## src/sv/prir_pkg.sv

```systemverilog
// Shared types, constants and decode functions for the PC-relative instruction relocator.
`default_nettype none

package prir_pkg;

  // Field widths of the data channels.
  localparam int WORD_W    = 32;
  localparam int ADDR_W    = 64;
  localparam int POS_W     = 11;
  localparam int CAUSE_W   = 2;
  localparam int MAX_WORDS = 5;
  localparam int SLOT_W    = 3;

  // Opcode masks and match values.
  localparam logic [WORD_W-1:0] ADR_MASK   = 32'h9F00_0000;
  localparam logic [WORD_W-1:0] ADRP_MATCH = 32'h9000_0000;
  localparam logic [WORD_W-1:0] ADR_MATCH  = 32'h1000_0000;
  localparam logic [WORD_W-1:0] BR_MASK    = 32'hFC00_0000;
  localparam logic [WORD_W-1:0] B_MATCH    = 32'h1400_0000;
  localparam logic [WORD_W-1:0] BL_MATCH   = 32'h9400_0000;
  localparam logic [WORD_W-1:0] RET_WORD   = 32'hD65F_03C0;

  // Words placed in the rewritten sequences.
  localparam logic [WORD_W-1:0] LDR_LIT    = 32'h5800_0000;
  localparam logic [WORD_W-1:0] BR_X16     = 32'hD61F_0200;
  localparam logic [WORD_W-1:0] BLR_X16    = 32'hD63F_0200;
  localparam logic [WORD_W-1:0] SKIP_B12   = 32'h1400_0003;
  localparam logic [4:0]        REG_X16    = 5'd16;
  localparam logic [18:0]       LDR_SKIP8  = 19'd2;
  localparam logic [18:0]       LDR_SKIP12 = 19'd3;

  // End causes reported on the last word of a source instruction.
  localparam logic [CAUSE_W-1:0] CAUSE_NONE  = 2'd0;
  localparam logic [CAUSE_W-1:0] CAUSE_B     = 2'd1;
  localparam logic [CAUSE_W-1:0] CAUSE_RET   = 2'd2;
  localparam logic [CAUSE_W-1:0] CAUSE_LIMIT = 2'd3;

  typedef enum logic [2:0] {
    KIND_ADRP,
    KIND_ADR,
    KIND_B,
    KIND_BL,
    KIND_OTHER
  } kind_t;

  // One taken source instruction with its program counter and output position.
  typedef struct packed {
    logic                valid;
    logic [WORD_W-1:0]   word;
    logic [ADDR_W-1:0]   pc;
    logic [POS_W-1:0]    pos;
    logic [CAUSE_W-1:0]  cause;
  } stage_t;

  // Classify a source instruction word.
  function automatic kind_t decode_kind(input logic [WORD_W-1:0] w);
    kind_t k;
    if ((w & ADR_MASK) == ADRP_MATCH) begin
      k = KIND_ADRP;
    end else if ((w & ADR_MASK) == ADR_MATCH) begin
      k = KIND_ADR;
    end else if ((w & BR_MASK) == B_MATCH) begin
      k = KIND_B;
    end else if ((w & BR_MASK) == BL_MATCH) begin
      k = KIND_BL;
    end else begin
      k = KIND_OTHER;
    end
    return k;
  endfunction

  // Number of output words a source instruction expands to.
  function automatic logic [SLOT_W-1:0] word_count(input kind_t k);
    logic [SLOT_W-1:0] n;
    case (k)
      KIND_ADRP: n = 3'd4;
      KIND_ADR:  n = 3'd4;
      KIND_B:    n = 3'd4;
      KIND_BL:   n = 3'd5;
      default:   n = 3'd1;
    endcase
    return n;
  endfunction

  // LDR (literal) of a 64-bit register from a word offset ahead of the PC.
  function automatic logic [WORD_W-1:0] ldr_literal(input logic [4:0] rt,
                                                    input logic [18:0] imm19);
    return LDR_LIT | {8'h00, imm19, rt};
  endfunction

endpackage

`default_nettype wire

```

## src/sv/prir_in_if.sv

```systemverilog
// Input channel carrying source instruction words.
`default_nettype none

interface prir_in_if import prir_pkg::*; ();
  logic              valid;
  logic              ready;
  logic [WORD_W-1:0] instr_word;
  logic              first_of_function;

  modport source (output valid, output instr_word, output first_of_function, input ready);
  modport sink (input valid, input instr_word, input first_of_function, output ready);
endinterface

`default_nettype wire

```

## src/sv/prir_out_if.sv

```systemverilog
// Output channel carrying relocated words with their positions.
`default_nettype none

interface prir_out_if import prir_pkg::*; ();
  logic               valid;
  logic               ready;
  logic [WORD_W-1:0]  out_word;
  logic [POS_W-1:0]   out_position;
  logic               first_of_run;
  logic               last_of_run;
  logic [CAUSE_W-1:0] end_cause;

  modport source (output valid, output out_word, output out_position, output first_of_run,
                  output last_of_run, output end_cause, input ready);
  modport sink (input valid, input out_word, input out_position, input first_of_run,
                input last_of_run, input end_cause, output ready);
endinterface

`default_nettype wire

```

## src/sv/pc_relative_instruction_relocator.sv

```systemverilog
// Top level of the relocator: configuration registers, the two stages and checks.
// Throughput: one input item per cycle while items pass unchanged and the output
// is not stalled; ADR, ADRP and B expand to four words and BL to five, as the
// output register sends one word per cycle unless stalled.
// Reset: counters clear, the block waits for a first-of-function item, base_address
// reads 0 and max_instructions reads 256.
`default_nettype none

module pc_relative_instruction_relocator import prir_pkg::*; #(
  parameter int MAX_SOURCE = 256
) (
  input  wire logic        clk,
  input  wire logic        rst,
  prir_in_if.sink          instr,
  prir_out_if.source       result,
  input  wire logic        psel,
  input  wire logic        penable,
  input  wire logic        pwrite,
  input  wire logic [3:0]  paddr,
  input  wire logic [63:0] pwdata,
  output logic      [63:0] prdata,
  output logic             pready
);

  localparam logic REG_BASE  = 1'b0;
  localparam logic REG_LIMIT = 1'b1;

  logic [ADDR_W-1:0] base_address;
  logic [8:0]        max_instructions;
  logic              cfg_write;
  stage_t            stage;
  logic              stage_take;

  assign pready    = 1'b1;
  assign cfg_write = psel && penable && pwrite && pready;

  // Configuration registers, one 64-bit slot each.
  always_ff @(posedge clk) begin
    if (rst) begin
      base_address     <= '0;
      max_instructions <= 9'd256;
    end else if (cfg_write) begin
      case (paddr[3])
        REG_BASE:  base_address     <= pwdata;
        REG_LIMIT: max_instructions <= pwdata[8:0];
        default: ;
      endcase
    end
  end

  // Register read-back.
  always_comb begin
    case (paddr[3])
      REG_BASE:  prdata = base_address;
      REG_LIMIT: prdata = {55'd0, max_instructions};
      default:   prdata = '0;
    endcase
  end

  prir_front #(
    .MAX_SOURCE (MAX_SOURCE)
  ) u_front (
    .clk              (clk),
    .rst              (rst),
    .instr            (instr),
    .base_address     (base_address),
    .max_instructions (max_instructions),
    .stage_take       (stage_take),
    .stage            (stage)
  );

  prir_expand u_expand (
    .clk        (clk),
    .rst        (rst),
    .stage      (stage),
    .stage_take (stage_take),
    .result     (result)
  );

`ifndef SYNTHESIS
  // A word that is not the last of its run is followed at once by the next word.
  a_run_continues: assert property (@(posedge clk) disable iff (rst)
    result.valid && result.ready && !result.last_of_run |=>
      result.valid && !result.first_of_run)
    else $error("run of words was broken");

  // Positions inside one run advance by one word.
  a_position_step: assert property (@(posedge clk) disable iff (rst)
    result.valid && result.ready && !result.last_of_run |=>
      result.out_position == $past(result.out_position) + POS_W'(1))
    else $error("output position did not advance by one");

  // The input is held off only while the stage register carries an item.
  a_ready_busy: assert property (@(posedge clk) disable iff (rst)
    !instr.ready |-> stage.valid)
    else $error("input stalled with an empty stage");
`endif

endmodule

`default_nettype wire

```

## src/sv/prir_front.sv

```systemverilog
// Input stage: function tracking, limit check and program counter formation.
`default_nettype none

module prir_front import prir_pkg::*; #(
  parameter int MAX_SOURCE = 256
) (
  input  wire logic              clk,
  input  wire logic              rst,
  prir_in_if.sink                instr,
  input  wire logic [ADDR_W-1:0] base_address,
  input  wire logic [8:0]        max_instructions,
  input  wire logic              stage_take,
  output stage_t                 stage
);

  localparam int IDXW = $clog2(MAX_SOURCE + 1);
  localparam int CW   = ((IDXW > 9) ? IDXW : 9) + 1;

  logic [IDXW-1:0]    source_index;
  logic [IDXW-1:0]    source_index_next;
  logic [POS_W-1:0]   output_count;
  logic [POS_W-1:0]   output_count_next;
  logic               function_done;
  logic               function_done_next;
  stage_t             stage_next;

  logic [CW-1:0]      limit_req;
  logic [CW-1:0]      limit;
  logic               accept;
  logic               first;
  logic [IDXW-1:0]    idx_start;
  logic [POS_W-1:0]   cnt_start;
  logic               done_start;
  logic [IDXW-1:0]    idx_inc;
  logic               limit_hit;
  kind_t              kind;
  logic [CAUSE_W-1:0] cause_br;
  logic [CAUSE_W-1:0] cause;
  logic [ADDR_W-1:0]  pc;

  // Outside reset, the stage register takes a new item when empty or when it hands its
  // item on.
  assign instr.ready = !rst && (!stage.valid || stage_take);
  assign accept      = instr.valid && instr.ready;
  assign first       = instr.first_of_function;

  // Effective limit is the configured count clamped to the table size.
  always_comb begin
    limit_req = {{(CW-9){1'b0}}, max_instructions};
    limit     = (limit_req > CW'(MAX_SOURCE)) ? CW'(MAX_SOURCE) : limit_req;
  end

  // A first-of-function item restarts the counters before it is judged.
  always_comb begin
    idx_start  = first ? '0 : source_index;
    cnt_start  = first ? '0 : output_count;
    done_start = first ? (limit == '0) : function_done;
    idx_inc    = idx_start + IDXW'(1);
    limit_hit  = ({{(CW-IDXW){1'b0}}, idx_inc} >= limit);
    kind       = decode_kind(instr.instr_word);
    pc         = base_address + {{(ADDR_W-2-IDXW){1'b0}}, idx_start, 2'b00};
  end

  // A B branch (not BL) or a return ends the function ahead of the limit.
  always_comb begin
    case (kind)
      KIND_B:  cause_br = CAUSE_B;
      default: cause_br = (instr.instr_word == RET_WORD) ? CAUSE_RET : CAUSE_NONE;
    endcase
    if (cause_br != CAUSE_NONE) begin
      cause = cause_br;
    end else if (limit_hit) begin
      cause = CAUSE_LIMIT;
    end else begin
      cause = CAUSE_NONE;
    end
  end

  // Next state of the function tracking and the stage register.
  always_comb begin
    source_index_next  = source_index;
    output_count_next  = output_count;
    function_done_next = function_done;
    stage_next         = stage;
    if (accept) begin
      if (done_start) begin
        source_index_next  = idx_start;
        output_count_next  = cnt_start;
        function_done_next = 1'b1;
      end else begin
        source_index_next  = idx_inc;
        output_count_next  = cnt_start + {{(POS_W-SLOT_W){1'b0}}, word_count(kind)};
        function_done_next = (cause != CAUSE_NONE);
      end
    end
    if (instr.ready) begin
      stage_next.valid = accept && !done_start;
      stage_next.word  = instr.instr_word;
      stage_next.pc    = pc;
      stage_next.pos   = cnt_start;
      stage_next.cause = cause;
    end
  end

  always_ff @(posedge clk) begin
    if (rst) begin
      source_index  <= '0;
      output_count  <= '0;
      function_done <= 1'b1;
      stage.valid   <= 1'b0;
    end else begin
      source_index  <= source_index_next;
      output_count  <= output_count_next;
      function_done <= function_done_next;
      stage         <= stage_next;
    end
  end

endmodule

`default_nettype wire

```

## src/sv/prir_expand.sv

```systemverilog
// Rewrite stage: target address, expanded word record and output register (one word per cycle unless stalled).
`default_nettype none

module prir_expand import prir_pkg::*; (
  input  wire logic   clk,
  input  wire logic   rst,
  input  wire stage_t stage,
  output logic        stage_take,
  prir_out_if.source  result
);

  logic [WORD_W-1:0]  rec_word [MAX_WORDS];
  logic [SLOT_W-1:0]  rec_last;
  logic [SLOT_W-1:0]  rec_k;
  logic [POS_W-1:0]   rec_pos;
  logic [CAUSE_W-1:0] rec_cause;
  logic               rec_valid;

  kind_t              kind;
  logic [20:0]        imm21;
  logic [ADDR_W-1:0]  add_a;
  logic [ADDR_W-1:0]  add_b;
  logic [ADDR_W-1:0]  target;
  logic [WORD_W-1:0]  new_word [MAX_WORDS];
  logic [SLOT_W-1:0]  new_last;
  logic               out_load;
  logic               emit;
  logic               rec_end;

  // Absolute target: page-aligned PC for ADRP, plain PC otherwise, plus the offset.
  always_comb begin
    kind  = decode_kind(stage.word);
    imm21 = {stage.word[23:5], stage.word[30:29]};
    case (kind)
      KIND_ADRP: begin
        add_a = {stage.pc[ADDR_W-1:12], 12'h000};
        add_b = {{31{imm21[20]}}, imm21, 12'h000};
      end
      KIND_ADR: begin
        add_a = stage.pc;
        add_b = {{43{imm21[20]}}, imm21};
      end
      default: begin
        add_a = stage.pc;
        add_b = {{36{stage.word[25]}}, stage.word[25:0], 2'b00};
      end
    endcase
    target = add_a + add_b;
  end

  // Build the replacement word sequence for the instruction.
  always_comb begin
    new_word[0] = stage.word;
    new_word[1] = target[31:0];
    new_word[2] = target[31:0];
    new_word[3] = target[63:32];
    new_word[4] = target[63:32];
    case (kind)
      KIND_ADRP, KIND_ADR: begin
        new_word[0] = ldr_literal(stage.word[4:0], LDR_SKIP8);
        new_word[1] = SKIP_B12;
      end
      KIND_B: begin
        new_word[0] = ldr_literal(REG_X16, LDR_SKIP8);
        new_word[1] = BR_X16;
      end
      KIND_BL: begin
        new_word[0] = ldr_literal(REG_X16, LDR_SKIP12);
        new_word[1] = BLR_X16;
        new_word[2] = SKIP_B12;
        new_word[3] = target[31:0];
      end
      default: begin
        new_word[0] = stage.word;
      end
    endcase
    new_last = word_count(kind) - SLOT_W'(1);
  end

  // The record frees up on the cycle its last word moves to the output register.
  assign out_load   = !result.valid || result.ready;
  assign emit       = rec_valid && out_load;
  assign rec_end    = emit && (rec_k == rec_last);
  assign stage_take = !rec_valid || rec_end;

  // Record of the words still to be sent for one instruction.
  always_ff @(posedge clk) begin
    if (stage_take) begin
      for (int i = 0; i < MAX_WORDS; i++) begin
        rec_word[i] <= new_word[i];
      end
      rec_last  <= new_last;
      rec_pos   <= stage.pos;
      rec_cause <= stage.cause;
    end else if (emit) begin
      rec_pos <= rec_pos + POS_W'(1);
    end
    if (rst) begin
      rec_valid <= 1'b0;
      rec_k     <= '0;
    end else if (stage_take) begin
      rec_valid <= stage.valid;
      rec_k     <= '0;
    end else if (emit) begin
      rec_k <= rec_k + SLOT_W'(1);
    end
  end

  // Output register, loaded with one word per transfer.
  always_ff @(posedge clk) begin
    if (out_load) begin
      result.out_word     <= rec_word[rec_k];
      result.out_position <= rec_pos;
      result.first_of_run <= (rec_k == '0);
      result.last_of_run  <= (rec_k == rec_last);
      result.end_cause    <= (rec_k == rec_last) ? rec_cause : CAUSE_NONE;
    end
    if (rst) begin
      result.valid <= 1'b0;
    end else if (out_load) begin
      result.valid <= rec_valid;
    end
  end

endmodule

`default_nettype wire
```

## src/flat_wrapper.sv

```systemverilog
// flat-port wrapper written by rule: the top's interface ports become plain ports
module pc_relative_instruction_relocator_flat import prir_pkg::*;
#(
  parameter int MAX_SOURCE = 256
)
  (clk, rst, psel, penable, pwrite, paddr, pwdata, prdata, pready, instr_valid, instr_instr_word, instr_first_of_function, instr_ready, result_valid, result_out_word, result_out_position, result_first_of_run, result_last_of_run, result_end_cause, result_ready);
  prir_in_if instr_i ();
  prir_out_if result_i ();
  input  wire logic clk;
  input  wire logic rst;
  input  wire logic psel;
  input  wire logic penable;
  input  wire logic pwrite;
  input  wire logic [3:0] paddr;
  input  wire logic [63:0] pwdata;
  output logic      [63:0] prdata;
  output logic pready;
  input wire logic [$bits(instr_i.valid)-1:0] instr_valid;
  input wire logic [$bits(instr_i.instr_word)-1:0] instr_instr_word;
  input wire logic [$bits(instr_i.first_of_function)-1:0] instr_first_of_function;
  output wire logic [$bits(instr_i.ready)-1:0] instr_ready;
  output wire logic [$bits(result_i.valid)-1:0] result_valid;
  output wire logic [$bits(result_i.out_word)-1:0] result_out_word;
  output wire logic [$bits(result_i.out_position)-1:0] result_out_position;
  output wire logic [$bits(result_i.first_of_run)-1:0] result_first_of_run;
  output wire logic [$bits(result_i.last_of_run)-1:0] result_last_of_run;
  output wire logic [$bits(result_i.end_cause)-1:0] result_end_cause;
  input wire logic [$bits(result_i.ready)-1:0] result_ready;
  assign instr_i.valid = instr_valid;
  assign instr_i.instr_word = instr_instr_word;
  assign instr_i.first_of_function = instr_first_of_function;
  assign instr_ready = instr_i.ready;
  assign result_valid = result_i.valid;
  assign result_out_word = result_i.out_word;
  assign result_out_position = result_i.out_position;
  assign result_first_of_run = result_i.first_of_run;
  assign result_last_of_run = result_i.last_of_run;
  assign result_end_cause = result_i.end_cause;
  assign result_i.ready = result_ready;
  pc_relative_instruction_relocator #(.MAX_SOURCE(MAX_SOURCE)) u_core (.clk(clk), .rst(rst), .instr(instr_i), .result(result_i), .psel(psel), .penable(penable), .pwrite(pwrite), .paddr(paddr), .pwdata(pwdata), .prdata(prdata), .pready(pready));
endmodule
```

## config.mk

```make
export PLATFORM = sky130hd
export DESIGN_NAME = pc_relative_instruction_relocator_flat
export DESIGN_NICKNAME = d
export VERILOG_FILES = /design/src/sv/prir_pkg.sv /design/src/sv/prir_in_if.sv /design/src/sv/prir_out_if.sv /design/src/sv/pc_relative_instruction_relocator.sv /design/src/sv/prir_front.sv /design/src/sv/prir_expand.sv /design/src/flat_wrapper.sv
export SDC_FILE = /design/constraint.sdc
export NUM_CORES = 1
export LEC_CHECK = 0
export BUFFER_PORTS_ARGS = -buffer_cell sky130_fd_sc_hd__buf_2
export CAP_MARGIN = 20
export CORE_ASPECT_RATIO = 1.1
export CORE_MARGIN = 10
export CORE_UTILIZATION = 41
export CTS_BUF_LIST = sky130_fd_sc_hd__clkbuf_4 sky130_fd_sc_hd__clkbuf_8
export CTS_CLUSTER_SIZE = 30
export DETAILED_ROUTE_END_ITERATION = 10
export PLACE_DENSITY_LB_ADDON = 0.12
export SLEW_MARGIN = 20
export SYNTH_ARGS = -nofsm -noshare
export SYNTH_HDL_FRONTEND = slang
export SYNTH_SLANG_ARGS = --single-unit
```

## constraint.sdc

```tcl
create_clock -name clk -period 19.9 [get_ports clk]
set_clock_uncertainty 0.15 [all_clocks]
set_input_delay 2.985 -clock clk [delete_from_list [all_inputs] [get_ports clk]]
set_output_delay 2.985 -clock clk [all_outputs]
set_load 0.05 [all_outputs]
```

==> qor.txt <==
status: completed
area leader, netlist: edfxtp_1
vias in the first global route: 17.8k
die area: 66900 µm²
gr usage total: 20.9%
Min-Delay Path Class: register to register
postcts setup bufs: 0
chip height: 270 µm
area of the multi-input gates: 10800 µm²
Row Count: 91
Nets: 2661
Gate Count Post-Synth: 2265
initial core utilization: 41.5%
post-synth top area share: 42.6%
worst-margin pin slew: 0.973 ns
Post-synth top cells: nand2_1, edfxtp_1, a21oi_1
Synth Warn #: 0
post-synthesis sequential area ratio: 51.2%
Max Freq: 0.120 GHz
I/O pins: 222
Main synth FF type: edfxtp_1
pwr/cell area: 87.4 nW/µm²
crit path DAT: 5.19 ns
final period utilization: 41.9%
antenna viol nets, final: 0
first-pass GRT wire length: 108 mm
Tmin final: 8.33 ns
hold path depth: 0
Yosys reg bits: 431
Vias per Instance: 5.38
Setup violations, final: 0
TritonCTS Buffers: 74
CTS tree: built
Setup TNS: 0 ns
Required @ worst endpoint: 16.77 ns
crit path kind: input port to output port
Reg area: 11900 µm²
Reg clk slew, reported paths: 0.06 ns
maxcap violations: 0
grt total ovfl: 0
post-cts sizing count: 0
ranking of synthesized cells by area: edfxtp_1, dfxtp_1, nand2_1
Clock Path Buffers: 3
Cell Area, Synth: 23300 µm²
Routed WL per cell: 21.5 µm
Clock Sinks: 431
Max Slew Vio Count: 0
Mapped Nets: 2464
Post-DP HPWL: 52.8 mm
Async SR Flop Fraction: 0%
number of enable flip-flop cells after synthesis: 331
drt drc: 0
Hold WS: 0.270 ns
hold buffer count at cts: 0
min-delay src: u_core.u_front.stage[0]$_DFFE_PP_
via count: 17.6k
Placer Congestion: 0.923
CP Launch Type: input port
Final Routed Wirelength: 70.2 mm
root buffer cell: clkbuf_8
DRT iter0 DRCs: 1299
top-count cell post-synth: nand2_1
worst setup path startpoint: result_ready
Worst-Skew Late Latency: 0.67 ns
H-tree lvl count: 3
unrepaired setup endpoints after global routing: false
# fillers: 5407
P&R area growth vs syn: 13.7%
R2R cell count: 13
post-synth cell types: 78
ratio of cells with drive above 1 in the final layout: 18.5%
crit end category: output port
Final Hold Viols: 0
Syn Area/Cell: 10.3 µm²
critical path fanouts, max: 21
LEAKAGE: 10.6 nW
1st-pass router iterations: 4
Core ar.: 56200 µm²
initial antenna violation count: 8
VDD IR-drop max: 0.0384 mV
reg2reg start: u_core.u_front.stage[108]$_DFFE_PP_
I/O Buffers: 217
die width: 248 µm
worst rel slew slack: 35.2%
pin count of the biggest net entering global routing: 87
-- report_power, final --
part	internal [W]	switching (W)	leakage (nW)
clock	0.000428	0.000359	0.771
combinational	0.000133	0.000262	5.52
sequential	0.00109	0.0000425	4.28
-- registers in the layout, summed over array words and instances (netlist names) --
| register | count |
|---|---|
| u_core.u_front.stage | 110 |
| u_core.u_front.source_index | 9 |
| u_core.u_expand.rec_pos | 11 |
| u_core.u_expand.rec_valid | 1 |
| u_core.u_expand.result.out_position | 11 |
| u_core.u_expand.result.last_of_run | 1 |
| u_core.u_expand.rec_cause | 2 |
| u_core.u_front.function_done | 1 |
| u_core.u_expand.rec_k | 3 |
| u_core.u_front.output_count | 11 |
| u_core.u_expand.result.first_of_run | 1 |
| u_core.u_expand.result.valid | 1 |
| u_core.base_address | 64 |
| u_core.u_expand.result.out_word | 32 |
| u_core.u_expand.result.end_cause | 2 |
| u_core.u_expand.rec_word | 160 |
| u_core.u_expand.rec_last | 2 |
| u_core.max_instructions | 9 |
-- cells in the final DEF, fill, tap and decap left out, types with 5 or more instances in the layout --
| cell | synthesis | layout |
|---|---|---|
| nor2b_1 | 85 | 85 |
| clkinv_1 | 1 | 9 |
| and2_1 | 32 | 32 |
| nand3_1 | 60 | 60 |
| mux2_2 | 41 | 41 |
| xnor2_1 | 85 | 85 |
| nor4_1 | 9 | 8 |
| o31ai_1 | 10 | 10 |
| a21o_1 | 50 | 50 |
| nand3b_1 | 5 | 5 |
| nor2_1 | 189 | 188 |
| edfxtp_1 | 331 | 331 |
| a22o_1 | 8 | 8 |
| nand2_1 | 336 | 336 |
| buf_4 | 2 | 20 |
| ha_1 | 89 | 89 |
| a31oi_1 | 11 | 11 |
| inv_1 | 48 | 46 |
| nand2b_1 | 11 | 10 |
| mux2i_1 | 14 | 14 |
| o211ai_1 | 8 | 8 |
| or3_1 | 12 | 12 |
| nor3_1 | 22 | 22 |
| dfxtp_1 | 100 | 99 |
| or2_2 | 9 | 9 |
| a211oi_1 | 6 | 6 |
| nor3_2 | 5 | 5 |
| and4_1 | 8 | 8 |
| clkbuf_4 | 0 | 40 |
| clkbuf_8 | 0 | 75 |
| a21oi_1 | 199 | 198 |
| o21ai_0 | 91 | 91 |
| nand4_1 | 36 | 36 |
| mux4_2 | 32 | 32 |
| xor2_1 | 63 | 63 |
| o21a_1 | 15 | 15 |
| buf_2 | 1 | 216 |
| and3_1 | 44 | 44 |
| o21bai_1 | 23 | 23 |
-- kinds of logic (layout without fill, tap and decap cells) --
logic type / Yosys count / count (layout) / share of synthesized area, %
AOI/OAI and AO/OA: 464 / 464 / 12.1
xor gates and xnor gates: 148 / 148 / 5.55
adders and majority gates: 91 / 91 / 4.94
buffers and inverters: 164 / 417 / 2.74
DFF: 431 / 431 / 51.2
muxes: 87 / 87 / 5.67
other: 1 / 4 / 0.0161
and+or+nand+nor: 879 / 879 / 17.8
-- stage by stage --
| stage | util, % | setup WS [ns] | total power (W) | std cells | area, µm² |
|---|---|---|---|---|---|
| after floorplan | - | 6.07 | 0.00140 | 2265 | 23300 |
| after global placement | 44.6 | 11.62 | 0.00154 | 3130 | 25100 |
| after detailed placement | 44.6 | 11.62 | 0.00155 | 3130 | 25100 |
| after CTS | 47.2 | 11.60 | 0.00234 | 3262 | 26500 |
| after global routing | 47.2 | 11.41 | 0.00243 | 3264 | 26500 |
| final | 47.2 | 11.57 | 0.00232 | 3265 | 26500 |
-- area by class of cell --
type / instances / share of cell area (%)
flip-flops and latches: 431 / 45.0
inverters: 49 / 0.712
multi-input cells: 1670 / 40.7
repair buffers: 236 / 4.64
clock inverters: 17 / 0.429
clock buffers: 115 / 5.02
diodes: 3 / 0.0283
well taps: 744 / 3.51
-- path summary, 6_finish.rpt --
kind                                                                   to  slack (ns)
worst max register to register  u_core.u_expand.rec_word[3][10]$_DFFE_PP_       14.14
worst min-delay path               u_core.u_expand.rec_cause[0]$_DFFE_PP_        0.27
worst max-delay path                                          instr_ready       11.57
worst min register to register     u_core.u_expand.rec_cause[0]$_DFFE_PP_        0.27
-- per-layer routing --
metal / vias up / global-route usage, % / part of all wire, %
met5: - / 0 / 0.076
met4: 8 / 7.02 / 2.5
met3: 96 / 5.04 / 6.3
met2: 462 / 32.9 / 47
met1: 8437 / 27.5 / 44
li1: 8557 / - / -
-- worst max-delay path, stage by stage --
cell and delay [ns]:
buf_2 0.09, nor2b_1 0.56, inv_2 0.07, o211ai_1 0.22, and2_1 0.76, a21oi_4 0.23
buf_2 0.27
(Power assumes the default switching activity.)
